--- src/sv/button_debounce_long_press_assert.svh ---
// ----------------------------------------------------------------------------
// assertion macros for the button debouncer
// ----------------------------------------------------------------------------
`ifndef BUTTON_DEBOUNCE_LONG_PRESS_ASSERT_SVH
`define BUTTON_DEBOUNCE_LONG_PRESS_ASSERT_SVH

// same-cycle implication, sampled on clk, off during reset
`define BDLP_ASSERT_IMP(lbl, ante, cons, msg) \
    lbl: assert property (@(posedge clk) disable iff (!rst_n) (ante) |-> (cons)) \
        else $error(msg);

// next-cycle implication, sampled on clk, off during reset
`define BDLP_ASSERT_NXT(lbl, ante, cons, msg) \
    lbl: assert property (@(posedge clk) disable iff (!rst_n) (ante) |=> (cons)) \
        else $error(msg);

`endif

--- src/sv/bdlp_pkg.sv ---
`timescale 1ns / 1ps
// ----------------------------------------------------------------------------
// bdlp_pkg
// shared types and constants of the button debouncer with long-press detection
// ----------------------------------------------------------------------------
package bdlp_pkg;

    // width of the debounce and hold counters (8 to 32)
    localparam int COUNT_WIDTH = 16;
    localparam int TICKS_WIDTH = 16;
    localparam int CMP_WIDTH   = (COUNT_WIDTH > TICKS_WIDTH) ? COUNT_WIDTH : TICKS_WIDTH;

    // configuration register indexes
    localparam logic [1:0] REG_POLARITY   = 2'd0;
    localparam logic [1:0] REG_DEBOUNCE   = 2'd1;
    localparam logic [1:0] REG_LONG_PRESS = 2'd2;

    // button states
    localparam logic [1:0] ST_IDLE    = 2'd0;
    localparam logic [1:0] ST_PRESSED = 2'd1;
    localparam logic [1:0] ST_LONG    = 2'd2;

    localparam int IN_DATA_WIDTH  = 8;
    localparam int OUT_DATA_WIDTH = 8;

    typedef struct packed {
        logic                   pin_polarity;
        logic [TICKS_WIDTH-1:0] debounce_ticks;
        logic [TICKS_WIDTH-1:0] long_press_ticks;
    } cfg_t;

    typedef struct packed {
        logic       is_pressed;
        logic       long_press_event;
        logic       released_event;
        logic       pressed_event;
        logic [1:0] button_state;
    } result_t;

endpackage

--- src/sv/bdlp_cfg.sv ---
`timescale 1ns / 1ps
// ----------------------------------------------------------------------------
// bdlp_cfg
// configuration register file: polarity, debounce and long-press thresholds
// ----------------------------------------------------------------------------
module bdlp_cfg
(
    input  logic                         clk,
    input  logic                         rst_n,
    input  logic                         wr_valid,
    input  logic [1:0]                   wr_index,
    input  logic [bdlp_pkg::TICKS_WIDTH-1:0] wr_data,
    output bdlp_pkg::cfg_t               cfg
);

    bdlp_pkg::cfg_t cfg_reg;

    // register writes, unknown indexes ignored
    always_ff @(posedge clk or negedge rst_n)
    begin
        if (!rst_n)
        begin
            cfg_reg.pin_polarity     <= 1'b1;
            cfg_reg.debounce_ticks   <= bdlp_pkg::TICKS_WIDTH'(5);
            cfg_reg.long_press_ticks <= bdlp_pkg::TICKS_WIDTH'(100);
        end
        else if (wr_valid)
        begin
            unique case (wr_index)
                bdlp_pkg::REG_POLARITY:   cfg_reg.pin_polarity     <= wr_data[0];
                bdlp_pkg::REG_DEBOUNCE:   cfg_reg.debounce_ticks   <= wr_data;
                bdlp_pkg::REG_LONG_PRESS: cfg_reg.long_press_ticks <= wr_data;
                default:                  ;
            endcase
        end
    end

    assign cfg = cfg_reg;

endmodule

--- src/sv/bdlp_core.sv ---
`timescale 1ns / 1ps
`include "button_debounce_long_press_assert.svh"
// ----------------------------------------------------------------------------
// bdlp_core
// input register, per-tick state update and result generation
// ----------------------------------------------------------------------------
module bdlp_core
(
    input  logic              clk,
    input  logic              rst_n,
    input  bdlp_pkg::cfg_t    cfg,
    input  logic              in_valid,
    output logic              in_ready,
    input  logic              in_pin,
    output logic              res_valid,
    input  logic              res_ready,
    output bdlp_pkg::result_t res
);

    localparam logic [bdlp_pkg::COUNT_WIDTH-1:0] CNT_MAX = '1;

    logic                             in_valid_reg;
    logic                             pin_reg;
    logic                             prev_level_reg, prev_level_next;
    logic [1:0]                       state_reg, state_next;
    logic                             deb_active_reg, deb_active_next;
    logic [bdlp_pkg::COUNT_WIDTH-1:0] deb_count_reg, deb_count_next;
    logic [bdlp_pkg::COUNT_WIDTH-1:0] hold_count_reg, hold_count_next;
    logic                             long_done_reg, long_done_next;
    logic                             level, rise, fall;
    logic                             ev_press, ev_release, ev_long;
    logic                             step;

    assign step      = in_valid_reg && res_ready;
    assign in_ready  = !in_valid_reg || res_ready;
    assign res_valid = in_valid_reg;

    // input register
    always_ff @(posedge clk or negedge rst_n)
    begin
        if (!rst_n)
        begin
            in_valid_reg <= 1'b0;
        end
        else if (in_ready)
        begin
            in_valid_reg <= in_valid;
        end
    end

    always_ff @(posedge clk)
    begin
        if (in_valid && in_ready)
        begin
            pin_reg <= in_pin;
        end
    end

    // one tick of the debounce and long-press logic
    always_comb
    begin
        level           = cfg.pin_polarity ? pin_reg : !pin_reg;
        rise            = level && !prev_level_reg;
        fall            = !level && prev_level_reg;
        ev_press        = 1'b0;
        ev_release      = 1'b0;
        ev_long         = 1'b0;
        state_next      = state_reg;
        deb_active_next = deb_active_reg;
        deb_count_next  = deb_count_reg;
        hold_count_next = hold_count_reg;
        long_done_next  = long_done_reg;
        prev_level_next = level;

        // press edge restarts both counts
        if (rise)
        begin
            long_done_next  = 1'b0;
            deb_active_next = 1'b1;
            deb_count_next  = '0;
            hold_count_next = '0;
        end

        // release edge
        if (fall)
        begin
            deb_active_next = 1'b0;
            if (state_reg == bdlp_pkg::ST_PRESSED && !long_done_next)
            begin
                state_next = bdlp_pkg::ST_IDLE;
                ev_release = 1'b1;
            end
            else if (state_reg == bdlp_pkg::ST_LONG)
            begin
                state_next = bdlp_pkg::ST_IDLE;
            end
        end

        // saturating counts and debounce expiry
        if (!rise)
        begin
            if (hold_count_reg != CNT_MAX)
            begin
                hold_count_next = hold_count_reg + 1'b1;
            end
            if (deb_active_next)
            begin
                if (deb_count_reg != CNT_MAX)
                begin
                    deb_count_next = deb_count_reg + 1'b1;
                end
                if (bdlp_pkg::CMP_WIDTH'(deb_count_next)
                    >= bdlp_pkg::CMP_WIDTH'(cfg.debounce_ticks))
                begin
                    deb_active_next = 1'b0;
                    if (state_next == bdlp_pkg::ST_IDLE)
                    begin
                        state_next = bdlp_pkg::ST_PRESSED;
                        ev_press   = 1'b1;
                    end
                end
            end
        end

        // long-press threshold
        if (level && state_next == bdlp_pkg::ST_PRESSED && !long_done_next
            && bdlp_pkg::CMP_WIDTH'(hold_count_next)
               >= bdlp_pkg::CMP_WIDTH'(cfg.long_press_ticks))
        begin
            state_next     = bdlp_pkg::ST_LONG;
            long_done_next = 1'b1;
            ev_long        = 1'b1;
        end
    end

    // button state registers
    always_ff @(posedge clk or negedge rst_n)
    begin
        if (!rst_n)
        begin
            prev_level_reg <= 1'b0;
            state_reg      <= bdlp_pkg::ST_IDLE;
            deb_active_reg <= 1'b0;
            deb_count_reg  <= '0;
            hold_count_reg <= '0;
            long_done_reg  <= 1'b0;
        end
        else if (step)
        begin
            prev_level_reg <= prev_level_next;
            state_reg      <= state_next;
            deb_active_reg <= deb_active_next;
            deb_count_reg  <= deb_count_next;
            hold_count_reg <= hold_count_next;
            long_done_reg  <= long_done_next;
        end
    end

    assign res.button_state     = state_next;
    assign res.pressed_event    = ev_press;
    assign res.released_event   = ev_release;
    assign res.long_press_event = ev_long;
    assign res.is_pressed       = (state_next != bdlp_pkg::ST_IDLE);

    // checks
    `BDLP_ASSERT_IMP(a_release_to_idle, step && ev_release,
        state_next == bdlp_pkg::ST_IDLE, "release event without return to idle")
    `BDLP_ASSERT_NXT(a_long_marks_done, step && ev_long,
        long_done_reg && state_reg == bdlp_pkg::ST_LONG, "long press not recorded")
    `BDLP_ASSERT_IMP(a_long_state_done, state_reg == bdlp_pkg::ST_LONG,
        long_done_reg, "long-pressed state with long-press mark clear")

endmodule

--- src/sv/bdlp_out.sv ---
`timescale 1ns / 1ps
`include "button_debounce_long_press_assert.svh"
// ----------------------------------------------------------------------------
// bdlp_out
// result register with skid stage towards the output stream
// ----------------------------------------------------------------------------
module bdlp_out
(
    input  logic                                clk,
    input  logic                                rst_n,
    input  logic                                in_valid,
    output logic                                in_ready,
    input  logic [bdlp_pkg::OUT_DATA_WIDTH-1:0] in_data,
    output logic                                out_valid,
    input  logic                                out_ready,
    output logic [bdlp_pkg::OUT_DATA_WIDTH-1:0] out_data
);

    logic                                main_valid_reg;
    logic [bdlp_pkg::OUT_DATA_WIDTH-1:0] main_data_reg;
    logic                                skid_valid_reg;
    logic [bdlp_pkg::OUT_DATA_WIDTH-1:0] skid_data_reg;
    logic                                main_free;
    logic                                in_xfer;

    assign in_ready  = !skid_valid_reg;
    assign in_xfer   = in_valid && in_ready;
    assign main_free = !main_valid_reg || out_ready;
    assign out_valid = main_valid_reg;
    assign out_data  = main_data_reg;

    // valid flags
    always_ff @(posedge clk or negedge rst_n)
    begin
        if (!rst_n)
        begin
            main_valid_reg <= 1'b0;
            skid_valid_reg <= 1'b0;
        end
        else
        begin
            if (main_free)
            begin
                main_valid_reg <= skid_valid_reg || in_xfer;
                skid_valid_reg <= 1'b0;
            end
            else if (in_xfer)
            begin
                skid_valid_reg <= 1'b1;
            end
        end
    end

    // payload
    always_ff @(posedge clk)
    begin
        if (main_free)
        begin
            main_data_reg <= skid_valid_reg ? skid_data_reg : in_data;
        end
        if (in_xfer && !main_free)
        begin
            skid_data_reg <= in_data;
        end
    end

    // checks
    `BDLP_ASSERT_IMP(a_skid_behind_main, skid_valid_reg, main_valid_reg,
        "skid stage holds a result while result register is empty")
    `BDLP_ASSERT_NXT(a_skid_drains_first, skid_valid_reg && out_ready,
        main_valid_reg && main_data_reg == $past(skid_data_reg),
        "skid result not moved into result register")

endmodule

--- src/sv/button_debounce_long_press.sv ---
`timescale 1ns / 1ps
// ----------------------------------------------------------------------------
// button_debounce_long_press
// button debouncer with long-press detection, one pin sample per transfer
// ----------------------------------------------------------------------------
//  channel   direction  payload
//  s_axis    in         tdata[0] pin_level
//  m_axis    out        tdata[1:0] button_state, [2] pressed_event,
//                       [3] released_event, [4] long_press_event, [5] is_pressed
//  cfg       in         cfg_index, cfg_data (always ready)
//
//  one sample per cycle sustained while m_tready stays high; a result passes through
//  the input register, then the result register with skid stage
//  the state update is a single pass of compare and increment logic
//  rst_n clears state and valid flags and loads the default configuration asynchronously
//  output stalls fill the skid stage, then s_tready drops
// ----------------------------------------------------------------------------
module button_debounce_long_press
(
    input  logic                                clk,
    input  logic                                rst_n,
    // tdata: [0] pin_level
    input  logic                                s_tvalid,
    output logic                                s_tready,
    input  logic [bdlp_pkg::IN_DATA_WIDTH-1:0]  s_tdata,
    // tdata: [1:0] button_state, [2] pressed_event, [3] released_event,
    //        [4] long_press_event, [5] is_pressed
    output logic                                m_tvalid,
    input  logic                                m_tready,
    output logic [bdlp_pkg::OUT_DATA_WIDTH-1:0] m_tdata,
    input  logic                                cfg_valid,
    output logic                                cfg_ready,
    input  logic [1:0]                          cfg_index,
    input  logic [bdlp_pkg::TICKS_WIDTH-1:0]    cfg_data
);

    bdlp_pkg::cfg_t    cfg;
    bdlp_pkg::result_t res;
    logic              res_valid;
    logic              res_ready;
    logic [bdlp_pkg::OUT_DATA_WIDTH-1:0] res_data;

    assign cfg_ready = 1'b1;

    // configuration registers
    bdlp_cfg u_cfg
    (
        .clk      (clk),
        .rst_n    (rst_n),
        .wr_valid (cfg_valid),
        .wr_index (cfg_index),
        .wr_data  (cfg_data),
        .cfg      (cfg)
    );

    // tick logic
    bdlp_core u_core
    (
        .clk       (clk),
        .rst_n     (rst_n),
        .cfg       (cfg),
        .in_valid  (s_tvalid),
        .in_ready  (s_tready),
        .in_pin    (s_tdata[0]),
        .res_valid (res_valid),
        .res_ready (res_ready),
        .res       (res)
    );

    // pack result fields, lowest first
    assign res_data = {2'b00, res};

    // result register and skid stage
    bdlp_out u_out
    (
        .clk       (clk),
        .rst_n     (rst_n),
        .in_valid  (res_valid),
        .in_ready  (res_ready),
        .in_data   (res_data),
        .out_valid (m_tvalid),
        .out_ready (m_tready),
        .out_data  (m_tdata)
    );

endmodule
--- config.mk ---
export PLATFORM = sky130hd
export DESIGN_NAME = button_debounce_long_press
export DESIGN_NICKNAME = d
export VERILOG_FILES = /design/src/sv/bdlp_pkg.sv /design/src/sv/bdlp_cfg.sv /design/src/sv/bdlp_core.sv /design/src/sv/bdlp_out.sv /design/src/sv/button_debounce_long_press.sv
export VERILOG_INCLUDE_DIRS = /design/src /design/src/sv
export SDC_FILE = /design/constraint.sdc
export NUM_CORES = 1
export LEC_CHECK = 0
export ABC_CLOCK_PERIOD_IN_PS = 8880
export BUFFER_PORTS_ARGS = -buffer_cell sky130_fd_sc_hd__buf_4
export CORE_UTILIZATION = 30
export CTS_BUF_LIST = sky130_fd_sc_hd__clkbuf_8
export DETAILED_ROUTE_END_ITERATION = 10
export SLEW_MARGIN = 40
export SYNTH_ARGS = -nofsm -noshare
export SYNTH_HDL_FRONTEND = slang
export SYNTH_SLANG_ARGS = --single-unit
--- constraint.sdc ---
create_clock -name clk -period 8.88 [get_ports clk]
set_clock_uncertainty 0.1 [all_clocks]
set_input_delay 0.444 -clock clk [delete_from_list [all_inputs] [get_ports clk]]
set_output_delay 0.444 -clock clk [all_outputs]
set_load 0.02 [all_outputs]
==> results.md, run 1 <==
Outcome:
- The run finished with clean final reports.

Power:
- The maximum vdd ir drop is approximately 0.000085 V.
- The design draws 1.061 mW.
- The power per standard cell area is about 180 nW/µm².
- The standby leakage power is between 2 and 3 nW.

Run:
- Across the run, the number of max-cap violations was 0.

Die:
- The core region is between 15000 and 20000 µm².
- Measured along the x axis, the die boundary spans about 130 µm.
- Measured along the y axis, the die boundary spans between 100 and 150 µm.
- The initial utilization of the core area, before any placement, comes to between 30% and 40%.
- The number of placed I/O pins is 42.
- The total die area is 17940 µm².
- In this run the core area contains 47 standard-cell rows.

Cells and area:
- The share of post-route cells with drive strength above 1 is between 15 and 20%.
- The area added between synthesis and finish is 11.86%.
- Fill cells in the final layout number 1753.
- The number of antenna diodes in the final layout is 0.
- At the end of the flow, the number of nets in the layout was approximately 640.
- The number of flip-flops under the largest register name is 33.

Synth:
- Summing every instance area after synthesis gives approximately 5200 µm².
- A synthesized cell averages about 9.5 µm².
- After technology mapping, the gate count stands at approximately 550.
- The share of flip-flops with an asynchronous set or reset is between 80% and 90%.
- The number of enable flip-flop cells after synthesis is 13.
- Of the post-synthesis cell area, the dominant cell type holds roughly a third.
- Yosys attributes the largest share of cell area to sky130_fd_sc_hd__dfrtp_1 (32%), sky130_fd_sc_hd__ha_1 (8.1%), sky130_fd_sc_hd__edfxtp_1 (7.5%).
- Synthesis instantiated between 50 and 60 different standard cells from the library.
- For this run, the number of Yosys warnings is 0.
- The top flip-flop cell by instance count after synthesis is sky130_fd_sc_hd__dfrtp_1.
- sky130_fd_sc_hd__dfrtp_1 takes more of the synthesized area than any other cell.
- The portion of the post-synthesis area used by sequential elements is about 43%.
- The synthesized design contains between 80 and 90 register bits.

Setup path:
- The most common cell type on the critical path is sky130_fd_sc_hd__o21ai_1.
- STA puts the critical path data arrival time at between 4000 and 5000 ps.
- The worst setup path is launched from a flip-flop.
- Along the worst path, the maximum fanout reaches 16.
- STA classifies the critical path endpoint as a flip-flop.
- The class of the most critical setup path is reg -> reg.
- In this run the worst setup path begins at u_cfg.cfg[32].
- The startpoint identified for the worst register-to-register timing path is u_cfg.cfg[32].
- On the critical path, the stage with the largest delay is an instance of sky130_fd_sc_hd__or2_1.
- The critical path goes through xor2_1, or2_1, nand4_1, nand2_1, o21ai_1, ha_1, nand2b_1, a31oi_1, o311a_1, o21ai_1, a21oi_1, o31ai_1.
- The sum of buffers and inverters on the critical path is 0.
- For this run, the slowest stage of the critical path takes just over 600 ps.
- The required time of the critical path is roughly 9000 ps.
- The cell type group with the largest total delay on the critical path is compound AO/OA/AOI/OAI gates.

Clock network:
- The number of sinks driven by the clock tree is 86.
- The clock latency at the later pin of the worst-skew pair is roughly 370 ps.
- The clock root buffer is sky130_fd_sc_hd__clkbuf_8.
- The number of cells upsized or downsized after cts is 0.
- The number of buffers created by CTS is 9.
- For this design, the CTS-stage hold fixing added 0 buffers.
- Clock-pin slew was measured on the worst setup and hold paths at roughly 90 ps.
- The CTS tree is done.
- The maximum count of clock buffers along a single path is 2.
- The H-tree generated during clock tree synthesis spans 3 levels.
- The post-CTS setup buffer count is 0.

GRT:
- The layer with the highest usage after global routing is met2.
- The wire length of the first global-routing pass is 19.92 mm.
- The total routing usage reported by global routing is 14.10%.
- In the global route stage, met2 resource usage came out at a little under a quarter.
- For met3 alone, demand over resource in global routing was roughly 2.7%.
- The initial antenna violation count is 0.
- The number of global-route vias before repair is 4018.
- For this run, global-route usage on met1 was measured as around a fifth.
- Global routing finished with a remaining overflow of 0.
- Entering global routing, the biggest net connects 74 pins.

STA:
- The smallest clock period supported by the final layout is computed as 4527 ps.
- The final-report hold violation count is 0.
- The worst pin sits at a relative slew slack of ~53%.
- For the pin with the worst max-slew slack, the measured transition is around 710 ps.
- The sum of negative setup slack is 0 ps.
- Timing would allow up to approximately 220 MHz.
- Setup repair after global routing left no endpoint under its margin.
- The number of setup violations in the final report is 0.
- After layout, the worst path uses between 50% and 60% of the clock period.
- The number of pins with negative max-slew slack in the final report is 0.

Placement:
- The weighted congestion reported at the end of routability-driven placement is approximately 0.90.
- The count of port buffers added during placement is 31.
- Detailed placement ended at an HPWL of between 8 and 9 mm.

Detailed routing:
- In the routed layout, each cell is associated on average with a via count of 5.085.
- The remaining routing DRC violations is 0.
- The number of iterations in the first detailed-routing pass is 4.
- Detailed routing inserted a total of a little over 4000 vias.
- For this block, the routed nets add up to ~12 mm of wire.
- Dividing the detail-routed wire length by the instance count gives roughly 15 µm.
- In this run, the number of DRC markers left after iteration 0 of detailed routing was 256.
- The remaining antenna violation count after routing is 0.

Min path:
- The worst hold path belongs to the class in -> async.
==> placed cells by master, fill, tap and decap left out, types with 4 or more instances in the layout <==
cell,synthesis,routed
sky130_fd_sc_hd__o211ai_1,5,5
sky130_fd_sc_hd__and3_1,7,7
sky130_fd_sc_hd__and4_1,4,4
sky130_fd_sc_hd__a21o_1,5,5
sky130_fd_sc_hd__a31oi_1,5,5
sky130_fd_sc_hd__nor2b_1,5,5
sky130_fd_sc_hd__xnor2_1,16,16
sky130_fd_sc_hd__o21ai_1,21,21
sky130_fd_sc_hd__o31ai_1,10,10
sky130_fd_sc_hd__a21oi_1,22,22
sky130_fd_sc_hd__nor2_1,54,53
sky130_fd_sc_hd__clkbuf_8,0,9
sky130_fd_sc_hd__ha_1,34,34
sky130_fd_sc_hd__nand4_1,12,12
sky130_fd_sc_hd__xor2_1,8,8
sky130_fd_sc_hd__or3_1,7,7
sky130_fd_sc_hd__nor3_1,4,4
sky130_fd_sc_hd__dfstp_2,6,6
sky130_fd_sc_hd__edfxtp_1,13,13
sky130_fd_sc_hd__dfrtp_1,67,67
sky130_fd_sc_hd__a22o_1,11,11
sky130_fd_sc_hd__o21ai_0,23,23
sky130_fd_sc_hd__nand3_1,16,16
sky130_fd_sc_hd__nand2b_1,4,4
sky130_fd_sc_hd__buf_4,3,34
sky130_fd_sc_hd__inv_1,38,40
sky130_fd_sc_hd__nand2_1,56,56
sky130_fd_sc_hd__mux2_2,34,34
==> cell families (layout without fill, tap and decap cells) <==
kind of cell | count (synthesis) | after routing | synth area share [%]
xor+xnor | 24 | 24 | 4.025
simple gates | 184 | 184 | 17.25
buf+inv | 63 | 91 | 4.863
flops | 86 | 86 | 42.60
mux | 37 | 37 | 7.906
other cells | 2 | 3 | 0.1438
compound gates | 122 | 122 | 15.07
fa+ha+maj | 34 | 34 | 8.146
==> layout make-up <==
class	instances	area, µm²	share of cell area, %
Inverter	39	146.4	2.506
Sequential cell	86	2225	38.08
Clock buffer	9	123.9	2.120
Tap cell	220	275.3	4.712
Clock inverter	7	43.79	0.7496
Multi-Input combinational cell	404	2750	47.08
Timing Repair Buffer	36	277.8	4.755
==> stage by stage <==
step / hold slack [ps] / setup WS, ps / cell area [µm²] / instances / utilization [%]
after global placement: 391.1 / 4516 / 5649 / 783 / 33.59
final: 1.101 / 4353 / 5842 / 801 / 34.73
after floorplan: 48.41 / 5562 / 5226 / 553 / -
after global routing: 51.18 / 4134 / 5842 / 801 / 34.73
after detailed placement: 393.4 / 4431 / 5667 / 784 / 33.69
after CTS: 13.29 / 4453 / 5834 / 800 / 34.69
==> synth_stat cells (2+ instances only) <==
master                       n
sky130_fd_sc_hd__a31oi_1     5
sky130_fd_sc_hd__a2111o_1    2
sky130_fd_sc_hd__o21a_1      3
sky130_fd_sc_hd__o21ai_1    21
sky130_fd_sc_hd__o31ai_1    10
sky130_fd_sc_hd__xor2_1      8
sky130_fd_sc_hd__a211o_1     2
sky130_fd_sc_hd__dfstp_2     6
sky130_fd_sc_hd__edfxtp_1   13
sky130_fd_sc_hd__mux2_2     34
sky130_fd_sc_hd__and3_1      7
sky130_fd_sc_hd__o21ai_0    23
sky130_fd_sc_hd__nor3_1      4
sky130_fd_sc_hd__a21oi_1    22
sky130_fd_sc_hd__buf_4       3
sky130_fd_sc_hd__a21o_1      5
sky130_fd_sc_hd__a22o_1     11
sky130_fd_sc_hd__a2111oi_0   2
sky130_fd_sc_hd__buf_2       5
sky130_fd_sc_hd__nor2b_1     5
sky130_fd_sc_hd__nand3b_1    2
sky130_fd_sc_hd__nand2_1    56
sky130_fd_sc_hd__conb_1      2
sky130_fd_sc_hd__and2_1      2
sky130_fd_sc_hd__ha_1       34
sky130_fd_sc_hd__a211oi_1    2
sky130_fd_sc_hd__nor2_1     54
sky130_fd_sc_hd__nor2_2      2
sky130_fd_sc_hd__nand3_1    16
sky130_fd_sc_hd__or3_1       7
sky130_fd_sc_hd__and4_1      4
sky130_fd_sc_hd__xnor2_1    16
sky130_fd_sc_hd__nand4_1    12
sky130_fd_sc_hd__nand2b_1    4
sky130_fd_sc_hd__inv_1      38
sky130_fd_sc_hd__mux2i_1     3
sky130_fd_sc_hd__clkbuf_1   15
sky130_fd_sc_hd__nor3b_1     2
sky130_fd_sc_hd__dfrtp_1    67
sky130_fd_sc_hd__o211ai_1    5
==> worst paths after layout <==
kind                                         endpoint  slack, ps  cells after the start
worst max-delay path                u_out.out_data[0]       4350                     12
worst min-delay path            u_core.prev_level_reg          1                      1
worst max register to register      u_out.out_data[0]       4350                     12
worst min register to register          u_cfg.cfg[29]        410                      1
max in group asynchronous               u_cfg.cfg[15]       8200                      1
min in group clk                       u_core.pin_reg        150                      1
==> power by group <==
part	internal (mW)	switching (mW)
sequential	0.457	0.0497
combinational	0.126	0.181
clock	0.100	0.147
total	0.683	0.378
==> metal layers <==
metal	up-vias	wire (µm)
met1	1940	5583
met5	-	0
met3	16	638
met2	114	5459
met4	0	246
li1	2003	-
No activity file was read; power rests on OpenSTA's default activity.
==> inputs of run 2 (changes only) <==
--- a/config.mk
+++ b/config.mk
@@ -6,7 +6,8 @@
 export SDC_FILE = /design/constraint.sdc
 export NUM_CORES = 1
 export LEC_CHECK = 0
-export ABC_CLOCK_PERIOD_IN_PS = 8880
+export ABC_AREA = 1
+export ABC_CLOCK_PERIOD_IN_PS = 4000
 export BUFFER_PORTS_ARGS = -buffer_cell sky130_fd_sc_hd__buf_4
 export CORE_UTILIZATION = 30
 export CTS_BUF_LIST = sky130_fd_sc_hd__clkbuf_8
==> constraint.sdc (replaced) <==
create_clock -name clk -period 4 [get_ports clk]
set_clock_uncertainty 0.1 [all_clocks]
set_input_delay 0.2 -clock clk [delete_from_list [all_inputs] [get_ports clk]]
set_output_delay 0.2 -clock clk [all_outputs]
set_load 0.02 [all_outputs]
==> run 2 against run 1 <==
Cell area up 5.8%. Critical path depth is 6 higher. Sequential power increased by 140%. Sequential cell count is the same. Cell count grew 21%. Via count increased by 9.4%. Routed wire length rose by 4.0%. Critical path type unchanged.
==> results.md, run 2 <==
STA:
- Dividing the final minimum period by the clock period gives 87.67%.
- The number of setup violations in the final report is 0.
- The final-report hold violation count is 0.
- The sum of negative setup slack is 0 ps.
- The clock period could shrink to roughly 3500 ps.
- Based on the critical path, the design can be clocked at up to 285.2 MHz.
- The worst slew margin relative to its limit is about half.
- The worst hold margin is 3.977 ps.
- Setup repair after global routing left no endpoint under its margin.
- At the pin with the least slew margin, the transition time is between 700 and 800 ps.
- The number of pins with negative max-slew slack in the final report is 0.

Synth:
- The portion of synthesized cell area occupied by the leading cell type is between 30% and 40%.
- After synthesis, the share of flip-flops with an asynchronous set or reset is between 80% and 90%.
- After synthesis, flip-flops and latches occupy about 41% of the total area.
- By instance count, the leading cell after synthesis is sky130_fd_sc_hd__nand2_1.
- The mux contribution to synthesized area is 0%.
- The number of distinct standard cells referenced by the synthesized netlist is 51.
- The dominant combinational cell family by area after synthesis is simple AND/OR/NAND/NOR gates.
- The library cell occupying the most area in the post-synthesis netlist is sky130_fd_sc_hd__dfrtp_1.
- After Yosys synthesis, XOR and XNOR cells account for 1.455% of the synthesized area.
- The simple-gate portion of the synthesized area is roughly 24%.
- The commonest cells after synthesis are sky130_fd_sc_hd__nand2_1 (172), sky130_fd_sc_hd__inv_1 (117), sky130_fd_sc_hd__dfrtp_1 (67), sky130_fd_sc_hd__o21ai_0 (67), sky130_fd_sc_hd__nor2_1 (43).
- Averaged over all synthesized cells, the footprint is between 7 and 8 µm².
- The number of enable flip-flop cells after synthesis is 13.
- The share of the synthesized area in compound gates (AO/OA/AOI/OAI) is between 10% and 20%.
- The number of synthesis warnings is 0.
- By area the synthesized netlist is led by sky130_fd_sc_hd__dfrtp_1 (31%), sky130_fd_sc_hd__nand2_1 (12%), sky130_fd_sc_hd__inv_1 (8.1%).
- Synthesis handed over a netlist of approximately 700 instances.
- The post-synthesis instance area is about 5400 µm².
- The top flip-flop cell by instance count after synthesis is sky130_fd_sc_hd__dfrtp_1.
- The share of synthesized cell area in full adder, half adder and majority cells is ~8%.
- The post-synthesis sequential element count is 86.

Die:
- Row generation in the floorplan step produced between 40 and 50 rows.
- The effective utilization at floorplan is 30.99%.
- The die height is about 140 µm.
- The total die area is 18600 µm².
- The number of placed I/O pins is 42.
- The area of the core is 17480 µm².
- The width of the chip is between 100 and 150 µm.

Cells and area:
- The post-route standard cell area excluding fillers is a little over 6000 µm².
- The area added between synthesis and finish is 14.11%.
- The register with the most flip-flops in the layout has 33 of them.
- 0 antenna diodes ended up in the layout.
- Excluding fillers, the count of instances in the completed layout stands at around 970.
- Counting the fill cells in the layout gives 1829.
- The most common cell after layout, fill and taps aside is sky130_fd_sc_hd__nand2_1.
- The net total in the final layout is between 800 and 900.
- The library cells used most frequently in the layout, excluding fill and tap cells, are sky130_fd_sc_hd__nand2_1 (172), sky130_fd_sc_hd__inv_1 (117), sky130_fd_sc_hd__o21ai_0 (67), sky130_fd_sc_hd__dfrtp_1 (67), sky130_fd_sc_hd__nor2_1 (43).
- The post-route netlist has 13.27% of its cells at a drive strength greater than 1.

Detailed routing:
- The total vias in the final route is roughly 4500.
- The post-detailed-routing wire length is ~12 mm.
- For this run, design rule violations remaining after detail routing come to 0.
- For this run, the detailed router's first-pass iteration total came to 5.
- The number of DRC markers in iteration 0 is between 200 and 300.
- The remaining antenna violation count after routing is 0.
- The wire length per cell after detailed routing is around 13 µm.
- In the routed layout, each cell is associated on average with a via count of 4.590.

Setup path:
- The cell family contributing the most delay on the critical path is simple AND/OR/NAND/NOR gates.
- The biggest cell delay along the critical path is between 400 and 500 ps.
- The class of the most critical setup path is reg -> reg.
- The startpoint class of the critical path is a flip-flop.
- The setup check on the worst reg-to-reg path leaves a slack of between 400 and 500 ps.
- The worst setup path is captured at a flip-flop.
- The signal arrival time at the worst endpoint is 3560 ps.
- In this run the worst path has a maximum fanout of 7.
- The required time of the critical path is between 4000 and 5000 ps.
- The signal on the critical path passes through ha_1, inv_1, nor4_4, nand4_2, and2_4, nand3_2, and3_1, ha_1, nand2_1, inv_1, o21ai_0, a21oi_1, nor2_1, nand3_1, nand3_2, nand3_1, nand2_1, nand2_1.
- The sum of buffers and inverters on the critical path is 2.
- The cell at the slowest stage of the critical path is sky130_fd_sc_hd__dfrtp_1.
- The most common cell type on the critical path is sky130_fd_sc_hd__nand2_1.

Power:
- The maximum vdd ir drop is around 0.00028 V.
- The standby leakage power is between 3 and 4 nW.
- The total design power is ~3 mW.
- The power per standard cell area is about 480 nW/µm².

Min path:
- The path category of the worst min-delay check is in -> reg.

Clock network:
- The post-CTS setup buffer count is 0.
- Clock tree synthesis inserted a total of 9 buffers.
- The number of cells upsized or downsized after cts is 0.
- For this design, the sink count on the clock tree is 86.
- The maximum count of clock buffers along a single path is 2.
- After clock tree synthesis, the clock-pin slew on the worst setup and hold paths is around 90 ps.
- At the later pin of the worst-skew pair, clock insertion delay measures around 380 ps.
- TritonCTS built the clock tree.
- The level count of the clock H-tree is 3.
- Hold repair after CTS inserted 11 buffers.
- CTS placed an instance of sky130_fd_sc_hd__clkbuf_8 at the clock tree root.

GRT:
- The number of global-route vias before repair is between 4000 and 5000.
- The pin count of the biggest net entering global routing is between 70 and 80.
- The first global-routing pass estimated approximately 21 mm of wire.
- The global route total overflow is 0.
- The total routing usage reported by global routing is ~15%.
- The initial antenna violation count is 0.

Outcome:
- The run finished with clean final reports.

Placement:
- The placed instance area is around 5900 µm².
- The weighted congestion reported at the end of routability-driven placement is ~0.84.
- The placed wire-length estimate after detailed placement is 8.931 mm.
- The number of cells in the design after placement is about 940.
- The count of port buffers added during placement is 31.

Run:
- Max-cap violations in this run came to 0.
run 2: cells by family after synthesis:
| family | after synthesis |
|---|---|
| simple gates | 284 |
| buf+inv | 145 |
| compound gates | 143 |
| flops | 86 |
| fa+ha+maj | 34 |
| xor+xnor | 9 |
| other cells | 2 |
run 2: cell type report:
| class | instances | area, µm² | share of cell area (%) |
|---|---|---|---|
| clock buffers | 9 | 123.9 | 2.004 |
| clock inverters | 7 | 72.57 | 1.174 |
| inverters | 124 | 467.9 | 7.571 |
| multi-input cells | 473 | 2626 | 42.49 |
| flip-flops and latches | 86 | 2225 | 35.99 |
| well taps | 225 | 281.5 | 4.555 |
| repair buffers | 47 | 384.1 | 6.215 |
run 2: worst paths after layout:
| path | from | to | cells after the start |
|---|---|---|---|
| setup reg to reg | u_core.hold_count_reg[0] | u_out.out_data[5] | 18 |
| min in group asynchronous | rst_n | u_cfg.cfg[17] | 2 |
| hold reg to reg | u_cfg.cfg[14] | u_cfg.cfg[14] | 2 |
| hold / removal | cfg_index[0] | u_cfg.cfg[32] | 4 |
| setup / recovery | u_core.hold_count_reg[0] | u_out.out_data[5] | 18 |
| max in group asynchronous | rst_n | u_cfg.cfg[8] | 2 |
run 2: through the flow:
stage | utilization [%] | worst slack [ps]
final | 35.37 | 493.3
after global routing | 35.37 | 230.3
after CTS | 35.37 | 449.9
after detailed placement | 33.61 | 476.3
after global placement | 33.56 | 581.1
after floorplan | - | 1074
run 2: power by group:
group	total [mW]	switching [mW]	internal, mW
Clock	0.636	0.345	0.291
Sequential	1.22	0.140	1.08
Combinational	1.09	0.689	0.399
Total	2.94	1.17	1.77
run 2: worst register-to-register path: cells and delay by family (launching register included):
kind / cells / cell delay, ps
AOI/OAI and AO/OA: 2 / 140
adders and majority gates: 2 / 480
buffers and inverters: 2 / 140
DFF: 1 / 450
and+or+nand+nor: 12 / 1960
run 2: layer usage:
| metal | wire length [µm] | up-vias | track usage, % | part of all wire, % |
|---|---|---|---|---|
| li1 | - | 2330 | - | - |
| met1 | 6113 | 2063 | 19.83 | 49 |
| met2 | 5684 | 50 | 24.00 | 46 |
| met3 | 400 | 14 | 3.020 | 3.2 |
| met4 | 207 | 0 | 4.877 | 1.7 |
| met5 | 0 | - | 0 | 0 |
